$ cat config.mk
export PLATFORM = sky130hd
export DESIGN_NAME = ntc_log_cell
export DESIGN_NICKNAME = d
export VERILOG_FILES = /design/src/design/ntc_pkg.sv /design/src/design/ntc_log_cell.sv
export SDC_FILE = /design/constraint.sdc
export NUM_CORES = 2
export LEC_CHECK = 0
export ABC_AREA = 1
export BUFFER_PORTS_ARGS = -buffer_cell sky130_fd_sc_hd__buf_2
export CAP_MARGIN = 20
export CELL_PAD_IN_SITES_DETAIL_PLACEMENT = 1
export CELL_PAD_IN_SITES_GLOBAL_PLACEMENT = 2
export CORE_ASPECT_RATIO = 1.25
export CORE_MARGIN = 5
export CORE_UTILIZATION = 40
export CTS_BUF_LIST = sky130_fd_sc_hd__clkbuf_16
export CTS_CLUSTER_DIAMETER = 200
export DETAILED_ROUTE_END_ITERATION = 7
export GPL_ROUTABILITY_DRIVEN = 0
export GPL_TIMING_DRIVEN = 1
export PLACE_DENSITY_LB_ADDON = 0.25
export SYNTH_ARGS = -nofsm -noshare
export SYNTH_HDL_FRONTEND = slang
export SYNTH_SLANG_ARGS = --single-unit
$ cat constraint.sdc
create_clock -name clock -period 19.8 [get_ports clock]
set_clock_uncertainty 0.2 [all_clocks]
set_input_delay 4.95 -clock clock [delete_from_list [all_inputs] [get_ports clock]]
set_output_delay 4.95 -clock clock [all_outputs]
set_load 0.05 [all_outputs]
$ cat src/design/ntc_pkg.sv
// shared types, constants and a helper function of the thermistor converter
package ntc_pkg;

   // converter geometry
   localparam int ADC_BITS  = 12;
   localparam int CODE_W    = ADC_BITS + 1;
   localparam int LIN_W     = ADC_BITS + 6;
   localparam int OHM_W     = 20;
   localparam int BETA_W    = 14;
   localparam int PROD_W    = LIN_W + OHM_W;
   localparam int EXP_W     = $clog2(PROD_W);
   localparam int MANT_W    = 32;
   localparam int FRAC_W    = 24;
   localparam int LOG_W     = EXP_W + FRAC_W;
   localparam int LOG_STEPS = FRAC_W;
   localparam int QUO_BITS  = 20;
   localparam int DEN_W     = 31;
   localparam int BT_W      = 30;
   localparam int B5_W      = BETA_W + 3;
   localparam int Q4_W      = 15;

   // supply level in codes: 3.3 V of a 3.6 V full scale, times 36
   localparam int TOP_CODE = 33 * (2 ** ADC_BITS);

   // B / 298.15 in Q.24 = 56271*B + round((347*B + 2981) / 5963)
   localparam int BT_INT     = 56271;
   localparam int BT_REM     = 347;
   localparam int BT_RND     = 2981;
   localparam int BT_RECIP   = 11524314;
   localparam int BT_SHIFT   = 36;

   // ln2 in Q.30
   localparam longint LN2_Q30 = 744261118;

   // kelvin/320 to celsius/16: floor((x + 12602) / 20) - 5000
   localparam int Q4_OFFSET  = 12602;
   localparam int DIV5_RECIP = 838861;
   localparam int DIV5_SHIFT = 22;
   localparam int Q4_BIAS    = 5000;

   localparam logic signed [Q4_W-1:0] Q4_MAX  = 15'sd16383;
   localparam logic signed [Q4_W-1:0] Q4_MIN  = -15'sd4480;
   localparam logic signed [Q4_W-1:0] Q4_COLD = -15'sd4370;

   // configuration register indexes
   localparam int CSR_IDX_W = 2;
   localparam logic [CSR_IDX_W-1:0] CSR_BETA    = 2'd0;
   localparam logic [CSR_IDX_W-1:0] CSR_SERIES  = 2'd1;
   localparam logic [CSR_IDX_W-1:0] CSR_NOMINAL = 2'd2;

   typedef enum logic [1:0] {
      ST_OK   = 2'd0,
      ST_LOW  = 2'd1,
      ST_HIGH = 2'd2
   } status_type;

   // result status and an optional forced temperature
   typedef struct packed {
      status_type             status;
      logic                   force_out;
      logic signed [Q4_W-1:0] fval;
   } side_type;

   // values derived from configuration
   typedef struct packed {
      logic [OHM_W-1:0] series;
      logic [OHM_W-1:0] nominal;
      logic [B5_W-1:0]  b5;
      logic [BT_W-1:0]  bt;
   } coef_type;

   // log2 chain payload, numerator and denominator side by side
   typedef struct packed {
      side_type            side;
      logic [MANT_W-1:0]   mn;
      logic [MANT_W-1:0]   md;
      logic [EXP_W-1:0]    en;
      logic [EXP_W-1:0]    ed;
      logic [FRAC_W-1:0]   fn;
      logic [FRAC_W-1:0]   fd;
   } log_type;

   // divider chain payload
   typedef struct packed {
      side_type            side;
      logic [DEN_W-1:0]    den;
      logic [DEN_W-1:0]    rem;
      logic [QUO_BITS-1:0] lo;
      logic [QUO_BITS-1:0] quo;
   } div_type;

   // index of the highest set bit
   function automatic logic [EXP_W-1:0] lead_one(input logic [PROD_W-1:0] x);
      logic [EXP_W-1:0] e;
      e = '0;
      for (int i = 0; i < PROD_W; i++) begin
         if (x[i]) e = EXP_W'(i);
      end
      return e;
   endfunction

endpackage

$ cat src/design/ntc_log_cell.sv
// one square-and-compare step of the log2 fraction for both operands
module ntc_log_cell (
   input  logic              clock,
   input  logic              reset,
   input  logic              in_valid,
   output logic              in_ready,
   input  ntc_pkg::log_type  in_data,
   output logic              out_valid,
   input  logic              out_ready,
   output ntc_pkg::log_type  out_data
);

   logic             valid_ff;
   ntc_pkg::log_type data_ff;
   ntc_pkg::log_type data_in;
   logic [63:0]      sqn;
   logic [63:0]      sqd;

   assign in_ready = !valid_ff || out_ready;

   // square, renormalize, shift in one fraction bit
   always_comb begin
      data_in = in_data;
      sqn = 64'(in_data.mn) * 64'(in_data.mn);
      sqd = 64'(in_data.md) * 64'(in_data.md);
      if (sqn[63]) begin
         data_in.mn = sqn[63:32];
         data_in.fn = {in_data.fn[ntc_pkg::FRAC_W-2:0], 1'b1};
      end else begin
         data_in.mn = sqn[62:31];
         data_in.fn = {in_data.fn[ntc_pkg::FRAC_W-2:0], 1'b0};
      end
      if (sqd[63]) begin
         data_in.md = sqd[63:32];
         data_in.fd = {in_data.fd[ntc_pkg::FRAC_W-2:0], 1'b1};
      end else begin
         data_in.md = sqd[62:31];
         data_in.fd = {in_data.fd[ntc_pkg::FRAC_W-2:0], 1'b0};
      end
   end

   always_ff @(posedge clock) begin
      if (reset) begin
         valid_ff <= 1'b0;
      end else if (in_ready) begin
         valid_ff <= in_valid;
      end
   end

   always_ff @(posedge clock) begin
      if (in_ready) begin
         data_ff <= data_in;
      end
   end

   assign out_valid = valid_ff;
   assign out_data  = data_ff;

endmodule

==> impl_metrics.py <==
metrics = {
    "timing": {
        "finalSetupTns_ns": 0,
        "fin_hold_ws_ns": 0.7242,
        "tightest_slew_ns": 1.116,
        "fin_crit_ns": 13.17,
        "fin_crit_sh": 0.6651,
        "finalMaxSlewViolations": 0,
        "relSlewSlack": 0.2559,
        "rsz0062_at_grt": "no",
        "setup_viol_count_final": 0,
        "clock.fmax_mhz": 75.94,
        "finalHoldViolations": 0,
    },
    "final_layout": {
        "diodes": 0,
        "area_delta_synth_final_pct": 6.226,
        "fin_cells": 10626,
        "drive_gt1_frac": 0.04943,
        "fin_area_um2": 71560,
        "fin_nets": 10730,
    },
    "critical_path": {
        "cp.arrival_ns": 13.14,
        "reg2reg_depth": 2,
        "critPathKind": "primary input to register",
        "cp.required_ns": 19.77,
        "endpoint": "out_data[88]",
        "cp_slowest_cell": "buf_2",
        "r2r_slack_ns": 17.73,
        "max_stage_delay_ns": 0.78,
        "path_max_fanout": 34,
        "crit_top_cell": "fa_1",
        "cp_top_family": "adder cells",
        "cp.depth": 27,
        "r2r-end": "out_data[92]",
        "crit_path_end_kind": "register",
        "crit_start": "in_data[67]",
        "r2r-start": "out_valid",
        "cp_num_buf_inv": 7,
        "start_kind": "primary input",
    },
    "global_routing": {
        "grt_overflow": 0,
        "grt_start_max_net_pins": 57,
        "grt_pass1_vias": 60120,
        "grt_util_all_layers": 0.2444,
        "grt_pass1_wl_um": 333500,
        "antenna_found_initial": 5,
    },
    "clock_tree": {
        "cts_max_level": 4,
        "post_cts_buffers": 0,
        "clock-root-buffer": "clkbuf_16",
        "clock-sinks": 143,
        "cts.clk_slew.worst_paths_ns": 0.06,
        "cts-hold-fix-buffers": 0,
        "clockBufferDepth": 2,
        "clk_latency_ns": 0.42,
        "cts_tree": "done",
        "cts_made_buffers": 17,
        "post_cts_resized": 0,
    },
    "logic_synthesis": {
        "synth_area_leader_cell": "fa_1",
        "syn_avg_cell_area_um2": 8.142,
        "synth_edf_count": 142,
        "synth_ff_type": "edfxtp_1",
        "synthTopCellsByArea": "fa_1, inv_1, nand2_1",
        "ys_seq_elements": 143,
        "ys.warnings.count": 0,
        "yosysSeqAreaShare": 0.06359,
        "synth_cell_types": 38,
        "syn-num-nets": 10600,
        "synth_cells": 8274,
        "synth_common_cells": "inv_1, nand2_1, fa_1",
        "synth-async-reset-ratio": 0,
        "synthMostInstantiatedCell": "inv_1",
        "synth_top_area_frac": 0.4701,
        "netlist_area_um2": 67370,
    },
    "place": {
        "place_inst": 10594,
        "place_area_um2": 70970,
        "dp_hpwl_um": 177500,
        "port_buffers": 287,
    },
    "detailed_routing": {
        "drc": 0,
        "drt_wl_total_um": 209200,
        "ant_nets": 0,
        "num_vias": 50707,
        "drt-pass1-iter-count": 5,
        "post_drt_wl_per_cell_um": 19.69,
        "viasPerCell": 4.772,
        "drt_iter0_markers": 1787,
    },
    "floorplan": {
        "die_w_um": 377.1,
        "dieArea_um2": 176800,
        "coreArea_um2": 167500,
        "rows": 168,
        "die_y_um": 468.8,
        "initial_core_util": 0.4021,
        "io-pin-count": 290,
    },
    "flow_run": {
        "drv_cap": 0,
    },
    "min_path": {
        "hold_class": "register to register",
    },
    "outcome": {
        "status": "complete, no violations",
    },
}
[how the worst min path moves through the flow]
| stage | startpoint | endpoint | slack, ns | depth (start not counted) |
|---|---|---|---|---|
| 2_1_floorplan | out_valid | out_valid | 3.80 | 2 |
| 6_report | out_valid | out_valid | 0.72 | 2 |
| 4_1_cts | out_valid | out_valid | 0.74 | 2 |
| 3_3_place_gp | out_valid | out_valid | 0.70 | 2 |
| 3_5_place_dp | out_valid | out_valid | 0.73 | 2 |
| 5_1_grt | out_valid | out_valid | 0.78 | 2 |
[placed cells by master, fill, tap and decap left out, drive strengths merged, types with 2 or more instances in the layout]
master and n:
nand3 119, a21oi 164, inv 2821, o21ai 68
ha 598, a21o 10, nor3 30, xor2 66
nor2 229, and2 2, edfxtp 142, nand2 2077
a31o 12, nand4 31, clkbuf 17, xnor2 36
or2 13, o21bai 44, nor4 8, clkinv 7
buf 327, clkinvlp 2, a31oi 5, fa 1582
bufinv 2
[per-stage QoR]
step	setup slack, ns	util
after floorplan	6.354	-
after global placement	6.302	0.4237
after detailed placement	6.227	0.4237
after CTS	6.667	0.4270
after global routing	6.298	0.4272
final	6.632	0.4272
[cell type report]
| class | count | area (um^2) |
|---|---|---|
| well taps | 2210 | 2765 |
| fillers | 20480 | 95970 |
| flip-flops and latches | 143 | 4284 |
| clock buffers | 17 | 425.4 |
| inverters | 2818 | 10580 |
| clock inverters | 14 | 141.4 |
| multi-input cells | 5097 | 51620 |
| repair buffers | 327 | 1749 |
[flip-flops by register name, indices dropped and copies added, names as in the netlist]
register   cells
out_data     142
out_valid      1
[per-layer routing]
| metal | GRT usage | routed length, um |
|---|---|---|
| met5 | 0 | 25 |
| met4 | 0.06805 | 6982 |
| met3 | 0.01058 | 3504 |
| met2 | 0.4952 | 119200 |
| met1 | 0.2758 | 79440 |
[worst reg2reg max path: stages (launching register included)]
cell	delay [ns]
dfxtp_1	0.33
nand2_4	0.42
buf_4	0.70
[kinds of logic (layout without fill, tap and decap cells)]
logic type               Yosys count  in the layout  share of synthesized area
AO/OA/AOI/OAI                    305            305                    0.02550
XOR/XNOR                         102            102                    0.01326
adder cells (fa/ha/maj)         2180           2180                     0.5812
buffers and inverters           3034           3176                     0.1703
flip-flops                       143            143                    0.06359
AND/OR/NAND/NOR                 2510           2510                     0.1462
Power is not shown: default switching activity piles up to over one toggle a cycle in this logic, so the estimate is an artifact.
