===== src/design/ntc_pkg.sv =====
// shared types, constants and a helper function of the thermistor converter
package ntc_pkg;

   // converter geometry
   localparam int ADC_BITS  = 12;
   localparam int CODE_W    = ADC_BITS + 1;
   localparam int LIN_W     = ADC_BITS + 6;
   localparam int OHM_W     = 20;
   localparam int BETA_W    = 14;
   localparam int PROD_W    = LIN_W + OHM_W;
   localparam int EXP_W     = $clog2(PROD_W);
   localparam int MANT_W    = 32;
   localparam int FRAC_W    = 24;
   localparam int LOG_W     = EXP_W + FRAC_W;
   localparam int LOG_STEPS = FRAC_W;
   localparam int QUO_BITS  = 20;
   localparam int DEN_W     = 31;
   localparam int BT_W      = 30;
   localparam int B5_W      = BETA_W + 3;
   localparam int Q4_W      = 15;

   // supply level in codes: 3.3 V of a 3.6 V full scale, times 36
   localparam int TOP_CODE = 33 * (2 ** ADC_BITS);

   // B / 298.15 in Q.24 = 56271*B + round((347*B + 2981) / 5963)
   localparam int BT_INT     = 56271;
   localparam int BT_REM     = 347;
   localparam int BT_RND     = 2981;
   localparam int BT_RECIP   = 11524314;
   localparam int BT_SHIFT   = 36;

   // ln2 in Q.30
   localparam longint LN2_Q30 = 744261118;

   // kelvin/320 to celsius/16: floor((x + 12602) / 20) - 5000
   localparam int Q4_OFFSET  = 12602;
   localparam int DIV5_RECIP = 838861;
   localparam int DIV5_SHIFT = 22;
   localparam int Q4_BIAS    = 5000;

   localparam logic signed [Q4_W-1:0] Q4_MAX  = 15'sd16383;
   localparam logic signed [Q4_W-1:0] Q4_MIN  = -15'sd4480;
   localparam logic signed [Q4_W-1:0] Q4_COLD = -15'sd4370;

   // configuration register indexes
   localparam int CSR_IDX_W = 2;
   localparam logic [CSR_IDX_W-1:0] CSR_BETA    = 2'd0;
   localparam logic [CSR_IDX_W-1:0] CSR_SERIES  = 2'd1;
   localparam logic [CSR_IDX_W-1:0] CSR_NOMINAL = 2'd2;

   typedef enum logic [1:0] {
      ST_OK   = 2'd0,
      ST_LOW  = 2'd1,
      ST_HIGH = 2'd2
   } status_type;

   // result status and an optional forced temperature
   typedef struct packed {
      status_type             status;
      logic                   force_out;
      logic signed [Q4_W-1:0] fval;
   } side_type;

   // values derived from configuration
   typedef struct packed {
      logic [OHM_W-1:0] series;
      logic [OHM_W-1:0] nominal;
      logic [B5_W-1:0]  b5;
      logic [BT_W-1:0]  bt;
   } coef_type;

   // log2 chain payload, numerator and denominator side by side
   typedef struct packed {
      side_type            side;
      logic [MANT_W-1:0]   mn;
      logic [MANT_W-1:0]   md;
      logic [EXP_W-1:0]    en;
      logic [EXP_W-1:0]    ed;
      logic [FRAC_W-1:0]   fn;
      logic [FRAC_W-1:0]   fd;
   } log_type;

   // divider chain payload
   typedef struct packed {
      side_type            side;
      logic [DEN_W-1:0]    den;
      logic [DEN_W-1:0]    rem;
      logic [QUO_BITS-1:0] lo;
      logic [QUO_BITS-1:0] quo;
   } div_type;

   // index of the highest set bit
   function automatic logic [EXP_W-1:0] lead_one(input logic [PROD_W-1:0] x);
      logic [EXP_W-1:0] e;
      e = '0;
      for (int i = 0; i < PROD_W; i++) begin
         if (x[i]) e = EXP_W'(i);
      end
      return e;
   endfunction

endpackage


===== src/design/ntc_coef.sv =====
// configuration registers and the values derived from them
module ntc_coef (
   input  logic                              clock,
   input  logic                              reset,
   input  logic                              csr_valid,
   input  logic [ntc_pkg::CSR_IDX_W-1:0]     csr_index,
   input  logic [ntc_pkg::OHM_W-1:0]         csr_data,
   output ntc_pkg::coef_type                 coef
);

   logic [ntc_pkg::BETA_W-1:0] beta_ff;
   logic [ntc_pkg::OHM_W-1:0]  series_ff;
   logic [ntc_pkg::OHM_W-1:0]  nominal_ff;
   logic [ntc_pkg::BETA_W-1:0] beff_in;
   logic [22:0]                v_ff;
   logic [ntc_pkg::BT_W-1:0]   kb_ff;
   logic [ntc_pkg::B5_W-1:0]   b5_ff;
   logic [10:0]                q_ff;
   logic [ntc_pkg::BT_W-1:0]   bt_ff;
   logic [46:0]                vprod_in;

   // register writes
   always_ff @(posedge clock) begin
      if (reset) begin
         beta_ff    <= ntc_pkg::BETA_W'(3450);
         series_ff  <= ntc_pkg::OHM_W'(10000);
         nominal_ff <= ntc_pkg::OHM_W'(10000);
      end else if (csr_valid) begin
         unique case (csr_index)
            ntc_pkg::CSR_BETA:    beta_ff    <= csr_data[ntc_pkg::BETA_W-1:0];
            ntc_pkg::CSR_SERIES:  series_ff  <= csr_data;
            ntc_pkg::CSR_NOMINAL: nominal_ff <= csr_data;
            default: ;
         endcase
      end
   end

   // zero beta behaves as one
   assign beff_in  = (beta_ff == '0) ? ntc_pkg::BETA_W'(1) : beta_ff;
   assign vprod_in = 47'(v_ff) * 47'(ntc_pkg::BT_RECIP);

   // B/298.15 in Q.24 and 5*B, registered after beta_ff through v_ff, q_ff and bt_ff
   always_ff @(posedge clock) begin
      v_ff  <= 23'(23'(beff_in) * 23'(ntc_pkg::BT_REM)) + 23'(ntc_pkg::BT_RND);
      kb_ff <= ntc_pkg::BT_W'(ntc_pkg::BT_W'(beff_in) * ntc_pkg::BT_W'(ntc_pkg::BT_INT));
      b5_ff <= ntc_pkg::B5_W'(ntc_pkg::B5_W'(beff_in) * ntc_pkg::B5_W'(5));
      q_ff  <= vprod_in[46:ntc_pkg::BT_SHIFT];
      bt_ff <= kb_ff + ntc_pkg::BT_W'(q_ff);
   end

   assign coef.series  = series_ff;
   assign coef.nominal = nominal_ff;
   assign coef.b5      = b5_ff;
   assign coef.bt      = bt_ff;

endmodule


===== config.mk =====
export PLATFORM = sky130hd
export DESIGN_NAME = ntc_coef
export DESIGN_NICKNAME = d
export VERILOG_FILES = /design/src/design/ntc_pkg.sv /design/src/design/ntc_coef.sv
export SDC_FILE = /design/constraint.sdc
export NUM_CORES = 1
export LEC_CHECK = 0
export BUFFER_PORTS_ARGS = -buffer_cell sky130_fd_sc_hd__buf_4
export CAP_MARGIN = 0
export CELL_PAD_IN_SITES_DETAIL_PLACEMENT = 1
export CELL_PAD_IN_SITES_GLOBAL_PLACEMENT = 1
export CORE_MARGIN = 2
export CORE_UTILIZATION = 45
export CTS_BUF_LIST = sky130_fd_sc_hd__clkbuf_2
export DETAILED_ROUTE_END_ITERATION = 7
export GPL_TIMING_DRIVEN = 0
export HOLD_SLACK_MARGIN = 0.02
export PLACE_DENSITY = 0.75
export REMOVE_ABC_BUFFERS = 1
export SLEW_MARGIN = 0
export SYNTH_ARGS = -nofsm -noshare
export SYNTH_HDL_FRONTEND = slang
export SYNTH_SLANG_ARGS = --single-unit

===== constraint.sdc =====
create_clock -name clock -period 19.25 [get_ports clock]
set_clock_uncertainty 0.15 [all_clocks]
set_input_delay 2.8875 -clock clock [delete_from_list [all_inputs] [get_ports clock]]
set_output_delay 2.8875 -clock clock [all_outputs]
set_load 0.01 [all_outputs]

==> results of run 1 <==
## synthesized netlist by cell type (4+ instances only)
cell	n	area [um2]
a211o_1	12	105.1
a211oi_1	8	60.06
a21o_1	29	217.7
a21oi_1	94	470.5
a31oi_1	8	50.05
and2_1	7	43.79
and3_1	8	50.05
clkbuf_1	21	78.83
dfxtp_1	163	3263
fa_1	402	8048
ha_1	398	4980
inv_1	549	2061
nand2_1	123	461.7
nand2b_1	8	50.05
nand3_1	18	90.09
nand3b_1	14	105.1
nand4_1	10	62.56
nor2_1	73	274.0
nor2b_1	10	62.56
nor3_1	11	55.05
nor3b_1	4	30.03
o2111ai_1	7	61.31
o211ai_1	4	30.03
o21a_1	7	52.55
o21ai_0	13	65.06
o21ai_1	30	150.1
o21bai_1	14	105.1
o22ai_1	4	25.02
o31ai_1	4	30.03
or2_2	4	25.02
xnor2_1	70	613.1
xor2_1	28	245.2
## worst max-delay path: cells and delay by family, from the launching register on
family	cells	cell delay, ns
adder cells (fa/ha/maj)	6	2.96
AO/OA/AOI/OAI	5	1.19
AND/OR/NAND/NOR	7	2.26
flip-flops	1	0.67
buffers and inverters	3	0.40
## worst max path at each step
| stage | from | to | slack (ns) | cells after the start |
|---|---|---|---|---|
| 2_1_floorplan | beta_ff[6] | v_ff[21] | 12.73 | 22 |
| 3_3_place_gp | beta_ff[5] | v_ff[21] | 11.19 | 21 |
| 3_5_place_dp | beta_ff[5] | v_ff[21] | 11.65 | 21 |
| 4_1_cts | beta_ff[5] | v_ff[21] | 11.59 | 21 |
| 5_1_grt | beta_ff[5] | kb_ff[28] | 11.17 | 26 |
| 6_report | beta_ff[5] | v_ff[21] | 11.54 | 21 |
## cell type report
class	instances	share of cell area (%)
Antenna cell	2	0.02062
Clock buffer	17	0.3506
Clock inverter	15	0.7476
Inverter	549	8.492
Multi-Input combinational cell	1462	70.01
Sequential cell	163	13.45
Tap cell	664	3.424
Timing Repair Buffer	113	3.511
## cells by family after synthesis
kind of cell,after synthesis
and+or+nand+nor,305
xor gates and xnor gates,98
AOI/OAI and AO/OA,258
muxes,1
adders and majority gates,800
buffers and inverters,572
DFF,163
## state kept, by name (all words and copies together) (netlist names)
register	cells
q_ff	11
kb_ff	29
series_ff	20
nominal_ff	20
bt_ff	30
b5_ff	17
beta_ff	14
v_ff	22
## cells in the final DEF, fill, tap and decap left out, types with 13 or more instances in the layout
cell | netlist | final
o21bai_1 | 14 | 14
o21ai_0 | 13 | 13
xor2_1 | 28 | 28
inv_1 | 549 | 549
a21oi_1 | 94 | 94
nand2_1 | 123 | 123
o21ai_1 | 30 | 30
a21o_1 | 29 | 29
xnor2_1 | 70 | 70
clkbuf_2 | 0 | 17
nor2_1 | 73 | 73
fa_1 | 402 | 402
nand3b_1 | 14 | 14
dfxtp_1 | 163 | 163
buf_4 | 2 | 112
nand3_1 | 18 | 18
ha_1 | 398 | 398
## per-layer routing
metal,vias up,track usage (%)
met5,-,0
met4,2,6.473
met3,78,2.478
met2,231,45.67
met1,7956,28.47
li1,7131,-
## metrics by stage
step	instances	worst slack (ns)	hold WS [ns]	cell area (um2)	utilization [%]
after detailed placement	2951	11.65	0.2991	24000	48.92
final	2985	11.54	0.3289	24270	49.47
after CTS	2983	11.59	0.3317	24260	49.46
after floorplan	2174	12.73	0.2595	22310	-
after global routing	2985	11.17	0.3441	24270	49.47
after global placement	2949	11.19	0.2903	23970	48.87
==> results_dict.tcl, run 1 <==
set metrics [dict create \
    maxCapViolCount 0 \
    setup_viol 0 \
    antenna_found_initial 1 \
    drt-wirelength-per-cell_um 19.74 \
    dp_hpwl_um 52240 \
    synth_compound_area_share_pct 7.389 \
    final_antenna_net_count 0 \
    slew_viol_final 0 \
    tritoncts "done" \
    fin_nets 3131 \
    drtIter0Drc 558 \
    syn2layout_area_growth_pct 8.328 \
    netlist_area_um2 22400 \
    synthXorXnorAreaFrac_pct 3.832 \
    wl_met1_um 23850 \
    drcViolationCount 0 \
    slew-limit-headroom_pct 36.37 \
    drt-pass1-iter-count 7 \
    vias 15400 \
    crit_chain "inv_1 -> and4_1 -> and4_1 -> nor2_1 -> ha_1 -> fa_1 -> inv_1 -> fa_1 -> inv_1 -> fa_1 -> fa_1 -> ha_1 -> and4_4 -> a211oi_2 -> o21ai_1 -> a211oi_2 -> nor3_1 -> o31a_1 -> o31a_1 -> and4b_1 -> or3_1" \
    max_freq_mhz 129.8 \
    wl_um 58910 \
    worstHoldStart "nominal_ff[7]" \
    synth.area.mux_share_pct 0.04468 \
    slowest_delay_ns 0.72 \
    die_area_um2 51580 \
    die_w_um 227.1 \
    post-route-period-util_pct 40.04 \
    critical-path-slowest-cell "nor2_1" \
    whs_path_depth 2 \
    register_area_um2 3263 \
    path_class "reg2reg" \
    rsz0062_at_grt "no" \
    cts_max_level 4 \
    hp-class "reg2reg" \
    whs_endpoint "nominal_ff[7]" \
    synth_seq_cells 163 \
    n_fill_cell 5602 \
    detail_route.vias_per_cell 5.158 \
    cp_common_cell "fa_1" \
    start_util_pct 45.67 \
    top_layer_used "met5" \
    cts_max_path_buffers 2 \
    multiInputGateArea_um2 16990 \
    status "finished clean" \
    synth_top_family_by_area "adder cells" \
    overflow 0 \
    synth_fa_ha_area_share_pct 58.15 \
    design.core.area_um2 49050 \
    cts_hold_buffers 0 \
    cts.sinks 163 \
    grt_max_degree 55 \
    row_count 81 \
    post_cts_buffers 0 \
    ys_types 60 \
    rr_endpoint "v_ff[21]" \
    clock_latency_ns 0.85 \
    wl_met2_um 32040 \
    finalWeightedCongestion 0.9369 \
    crit_fanout 7 \
    portBuffers 111 \
    rr_worst_depth 21 \
    critPathArrivalTime_ns 8.30 \
    ys_async_sr_fraction_pct 0 \
    setup_tns_ns 0 \
    cts_inserted_buffers 17 \
    synth_warnings 0 \
    seq_area_frac_synth_pct 14.57 \
    met3_length_um 1728 \
    syn_avg_cell_area_um2 10.20 \
    ctsResizeCount 0 \
    worst_pin_slew_ns 0.9503 \
    die_y_um 227.1 \
    netlist_instances 2197 \
    synth_simple_gate_area_share_pct 6.395 \
    fin_crit_ns 7.707 \
    r2r_start "beta_ff[5]" \
    final_hold_viol_count 0 \
    clkTransAtPathRegs_ns 0.27 \
    synth_edf_count 0 \
    synth_ff_type "dfxtp_1" \
    ctsRootBufferMaster "clkbuf_2" \
    io_pins 112 \
    drive_gt1_share_pct 6.727 \
    rrSetupSlack_ns 11.54 \
    worstSetupStartpointType "flop" \
    first_global_vias 17810 \
    required_ns 19.84 \
    end_kind "flop" \
    track_usage_pct 23.96 \
    grt_pass1_wl_um 94300 \
]
Power of run 1 is left out: the tool's default activity adds up to more than one toggle a clock period on the data nets, which glitch-free logic cannot reach.
==> run 2: changes to the inputs <==
ABC_AREA = 1   (was unset)
PLACE_DENSITY = 0.78   (was 0.75)
clock period = 7.1 ns   (was 19.25 ns; I/O delays follow)
==> run 2 against run 1 <==
  * Via count rose by 30%
  * Sequential share of layout area fell by 1.4 points
  * Worst setup slack got worse by 11 ns
  * Final area rose by 12%
  * Worst hold slack got worse by 0.11 ns
  * Synthesized cell count rose by 36%
  * Utilization fell by 0.19 points
  * Wire length rose by 28%
  * Global-route usage rose by 3.9 points
  * Critical path depth rose by 2
  * Area after synthesis rose by 12%
  * Cell count rose by 30%
  * Critical endpoint is now kb_ff[24]
==> results_dict.tcl, run 2 <==
set metrics [dict create \
    synth.area.mux_share_pct 0 \
    final_common_cell "inv_1" \
    yosys.area.top_type_share_pct 32.05 \
    required_ns 7.79 \
    cts_max_level 4 \
    crit_fanout 7 \
    drt-wirelength-per-cell_um 19.53 \
    overflow 0 \
    rr_worst_depth 23 \
    syn2layout_area_growth_pct 8.133 \
    pre_cts_ws_ns -0.2974 \
    worst_pin_slew_ns 1.317 \
    synth_area_leader_cell "fa_1" \
    die_w_um 240.2 \
    ys_types 39 \
    synth_fa_ha_area_share_pct 51.89 \
    drt-pass1-iter-count 5 \
    io_pins 112 \
    final_antenna_net_count 0 \
    critPathArrivalTime_ns 7.52 \
    path_class "reg2reg" \
    grt_pass1_wl_um 123800 \
    largest_reg_flops 30 \
    synthXorXnorAreaFrac_pct 2.581 \
    rrSetupSlack_ns 0.27 \
    ctsRootBufferMaster "clkbuf_2" \
    fin_crit_ns 6.827 \
    row_count 86 \
    startpoint "beta_ff[5]" \
    dp_hpwl_um 67430 \
    fin_ws_ns 0.2732 \
    first_global_vias 23250 \
    hp-class "in2reg" \
    synth_common_cells "inv_1, nand2_1, fa_1" \
    slew-limit-headroom_pct 11.70 \
    final_area_um2 27150 \
    start_util_pct 45.57 \
    max_freq_mhz 146.5 \
    die_area_um2 57700 \
    yosysMostFrequentCell "inv_1" \
    synth_simple_gate_area_share_pct 16.24 \
    seq_area_frac_synth_pct 13.00 \
    largest_register "bt_ff" \
    reg_top3 "bt_ff x30, kb_ff x29, v_ff x22" \
    maxCapViolCount 0 \
    synth_ff_type "dfxtp_1" \
    end_kind "flop" \
    synth_warnings 0 \
    cp-endpoint "kb_ff[24]" \
    post-route-period-util_pct 96.15 \
    cts_hold_buffers 0 \
    synth_edf_count 0 \
    setup_viol 0 \
    synth_seq_cells 163 \
    design.core.area_um2 55090 \
    dpl_cell_area_um2 26800 \
    n_fill_cell 6797 \
    tritoncts "done" \
    clkTransAtPathRegs_ns 0.34 \
    mostFrequentLayoutCells "inv_1, nand2_1, fa_1" \
    r2r_start "beta_ff[5]" \
    detail_route.vias_per_cell 5.153 \
    fin_nets 3934 \
    syn_avg_cell_area_um2 8.374 \
    worstSetupStartpointType "flop" \
    slew_viol_final 0 \
    wl_um 75590 \
    finalWeightedCongestion 0.9604 \
    track_usage_pct 27.85 \
    clock_latency_ns 0.88 \
    status "finished clean" \
    grt_max_degree 40 \
    ys_async_sr_fraction_pct 0 \
    vias 19950 \
    antenna_found_initial 2 \
    rsz0062_at_grt "yes" \
    rr_endpoint "kb_ff[24]" \
    cts_max_path_buffers 2 \
    cts.sinks 163 \
    netlist_instances 2998 \
    cts_inserted_buffers 17 \
    drive_gt1_share_pct 6.214 \
    synth_top_family_by_area "adder cells" \
    synth_area_leaders "fa_1, ha_1, dfxtp_1, inv_1, nand2_1" \
    final_hold_viol_count 0 \
    netlist_area_um2 25110 \
    portBuffers 111 \
    synth_compound_area_share_pct 4.904 \
    die_y_um 240.2 \
    drcViolationCount 0 \
    drtIter0Drc 801 \
]
run 2: changes by cell type in the layout (fill, tap and decap cells not counted), moves of 25 or more:
cell	change
inv_1	+184
nand2_1	+448
nand3_1	+82
nand4_1	+25
nor2_1	+136
o21ai_0	+39
xnor2_1	-49
xor2_1	+25
run 2: layer usage:
metal / routed length [um] / GRT usage [%] / vias to the layer above
li1: - / - / 9370
met5: 0 / 0 / -
met2: 39220 / 51.77 / 390
met1: 30770 / 32.49 / 10030
met3: 2193 / 2.801 / 158
met4: 3413 / 11.73 / 0
run 2: cell families (layout without fill, tap and decap cells):
family	count (synthesis)	in the layout
xor+xnor	74	74
compound gates	221	221
simple gates	982	983
buf+inv	758	881
flops	163	163
other cells	0	1
fa+ha+maj	800	800
run 2: timing repair:
item,CTS,global route
endpoints found under the setup margin,19,20
gates resized for setup,1,12
gates cloned,0,1
setup buffers,0,1
pin swaps,1,1
run 2: how the worst min path moves through the flow:
stage          cells after the start             end    startpoint
6_report                           3  nominal_ff[10]  csr_data[10]
5_1_grt                            3  nominal_ff[10]  csr_data[10]
4_1_cts                            3  nominal_ff[10]  csr_data[10]
3_5_place_dp                       1        bt_ff[0]       q_ff[0]
2_1_floorplan                      2       bt_ff[29]     kb_ff[29]
3_3_place_gp                       2       bt_ff[29]     kb_ff[29]
run 2: worst max-delay path, cell delays in order, from the launching register on:
cell	delay [ns]
dfxtp_2	0.48
inv_1	0.25
nand2_1	0.20
nor4_4	0.51
inv_1	0.08
nand2_1	0.17
inv_1	0.23
ha_2	0.48
inv_1	0.14
fa_1	0.53
fa_1	0.54
inv_1	0.05
fa_1	0.47
fa_1	0.59
fa_1	0.43
ha_1	0.39
nand2_1	0.08
inv_1	0.09
nand2_1	0.12
nor3_1	0.41
nand3_1	0.20
nand3_1	0.13
nand2_1	0.05
nand2_1	0.05
run 2: stage by stage:
stage	hold WS (ns)	util [%]	setup TNS (ns)	instances
after floorplan	0.2599	-	0	2976
after global placement	0.2823	48.61	-1.252	3835
after detailed placement	0.2909	48.64	-2.918	3836
after CTS	0.1236	49.18	0	3868
after global routing	0.1239	49.28	-0.03997	3871
final	0.2202	49.28	0	3871
run 2: cell type report:
class	count	area, um2	share of cell area [%]
clock inverter	15	203.9	0.7512
timing repair buffer	113	852.1	3.139
clock buffer	17	85.08	0.3134
multi-input combinational	2078	19040	70.12
antenna	1	2.502	0.009217
sequential	163	3266	12.03
inverter	736	2766	10.19
tap	748	935.9	3.447
Power of run 2 is left out for the same reason.
==> run 3: changes to the inputs <==
CELL_PAD_IN_SITES_DETAIL_PLACEMENT = unset   (was 1)
CELL_PAD_IN_SITES_GLOBAL_PLACEMENT = unset   (was 1)
PLACE_DENSITY = 0.62   (was 0.78)
clock period = 6.95 ns   (was 7.1 ns; I/O delays follow)
==> run 3 against run 2 <==
  * Clock-buffer cell count is the same
  * Via count fell by 3.0%
  * Sequential share of layout area about the same
  * Utilization is 0.077 points lower
  * Wire length fell by 12%
  * Critical endpoint is now kb_ff[29]
  * Die area unchanged
  * Register-to-register slack about the same
  * Non-clock buffer count grew 3
  * Cell count barely moved
  * Critical path type unchanged
  * Fmax increased by 2.1%
==> results_dict.tcl, run 3 (synthesis gave the netlist of run 2 again) <==
set metrics [dict create \
    status "finished clean" \
    critPathArrivalTime_ns 7.37 \
    wl_um 66870 \
    slew_viol_final 0 \
    worstSetupStartpointType "flop" \
    fin_crit_ns 6.684 \
    whs_ns 0.1660 \
    mostFrequentLayoutCells "inv_1, nand2_1, fa_1" \
    first_global_vias 21020 \
    final_common_cell "inv_1" \
    rsz0062_at_grt "no" \
    grt_max_degree 40 \
    die_y_um 240.2 \
    worst_pin_slew_ns 1.076 \
    drt-wirelength-per-cell_um 17.26 \
    cts_max_level 4 \
    antenna_found_initial 1 \
    syn2layout_area_growth_pct 7.964 \
    final_util_pct 49.20 \
    wl_met2_um 33120 \
    start_util_pct 45.57 \
    hp-class "in2reg" \
    dp_hpwl_um 59340 \
    row_count 86 \
    detail_route.vias_per_cell 4.996 \
    end_kind "flop" \
    largest_register "bt_ff" \
    drtIter0Drc 1135 \
    n_fill_cell 5430 \
    clock_latency_ns 0.94 \
    top_layer_used "met4" \
    clkTransAtPathRegs_ns 0.30 \
    die_w_um 240.2 \
    design.core.area_um2 55090 \
    die_area_um2 57700 \
    fin_nets 3936 \
    finalWeightedCongestion 0.9440 \
    overflow 0 \
    wl_met1_um 28860 \
    drive_gt1_share_pct 6.402 \
    post-route-period-util_pct 96.17 \
    drcViolationCount 0 \
    cts_inserted_buffers 17 \
    vias 19350 \
    max_freq_mhz 149.6 \
    slew-limit-headroom_pct 28.21 \
    largest_reg_flops 30 \
    setup_tns_ns 0 \
    grt_pass1_wl_um 109000 \
    cts.sinks 163 \
    required_ns 7.63 \
    track_usage_pct 24.69 \
    final_hold_viol_count 0 \
    ctsRootBufferMaster "clkbuf_2" \
    cts_max_path_buffers 2 \
    maxCapViolCount 0 \
    met3_length_um 2754 \
    final_antenna_net_count 0 \
    setup_viol 0 \
    portBuffers 111 \
    fin_ws_ns 0.2660 \
    io_pins 112 \
    reg_top3 "bt_ff x30, kb_ff x29, v_ff x22" \
    path_class "reg2reg" \
    pre_cts_ws_ns -0.6235 \
    tritoncts "done" \
    drt-pass1-iter-count 5 \
    crit_fanout 5 \
]
-- run 3: metal layers --
metal | up-vias | GRT usage (%)
li1 | 9361 | -
met1 | 9408 | 30.54
met2 | 478 | 44.22
met3 | 101 | 3.100
met4 | 0 | 8.545
met5 | - | 0
-- run 3: worst max-delay path, cell delays in order (launching register included) --
cell      delay, ns
dfxtp_1        0.52
inv_1          0.13
ha_1           0.22
nand3_1        0.15
nor4_4         0.07
buf_4          0.15
nor2_2         0.38
inv_1          0.19
fa_1           0.50
inv_1          0.18
ha_1           0.19
inv_1          0.08
fa_1           0.51
inv_1          0.05
fa_1           0.50
fa_1           0.55
inv_1          0.05
fa_1           0.49
inv_1          0.04
ha_1           0.34
a21oi_1        0.20
a21boi_0       0.46
nand2_2        0.17
nand2_1        0.14
nand2_1        0.06
nand2_1        0.05
nand2_1        0.06
-- run 3: through the flow --
stage | std cells | cell area, um2
3_3_place_gp | 3835 | 26780
4_1_cts | 3870 | 27050
2_1_floorplan | 2976 | 25010
3_5_place_dp | 3836 | 26800
6_report | 3873 | 27110
5_1_grt | 3873 | 27110
-- run 3: layout make-up --
cell class,instances,area [um2],share of cell area [%]
Multi-Input combinational cell,2077,19030,70.20
Sequential cell,163,3266,12.05
Inverter,736,2766,10.21
Tap cell,748,935.9,3.453
Timing Repair Buffer,116,874.6,3.227
Clock inverter,15,147.6,0.5447
Clock buffer,17,85.08,0.3139
Antenna cell,1,2.502,0.009232
-- run 3: what timing repair did --
item,in CTS,in global routing
pin swaps,1,1
gates resized for setup,2,15
endpoints found under the setup margin,27,19
gates cloned,0,0
hold buffers,0,0
setup buffers,2,2
-- run 3: path summary, 6_finish.rpt --
kind | to | startpoint | slack, ns | cells after the start
max | kb_ff[29] | beta_ff[13] | 0.27 | 26
min reg2reg | bt_ff[29] | kb_ff[29] | 0.32 | 2
min | series_ff[7] | csr_data[7] | 0.17 | 3
max reg2reg | kb_ff[29] | beta_ff[13] | 0.27 | 26
Power of run 3 is left out for the same reason.
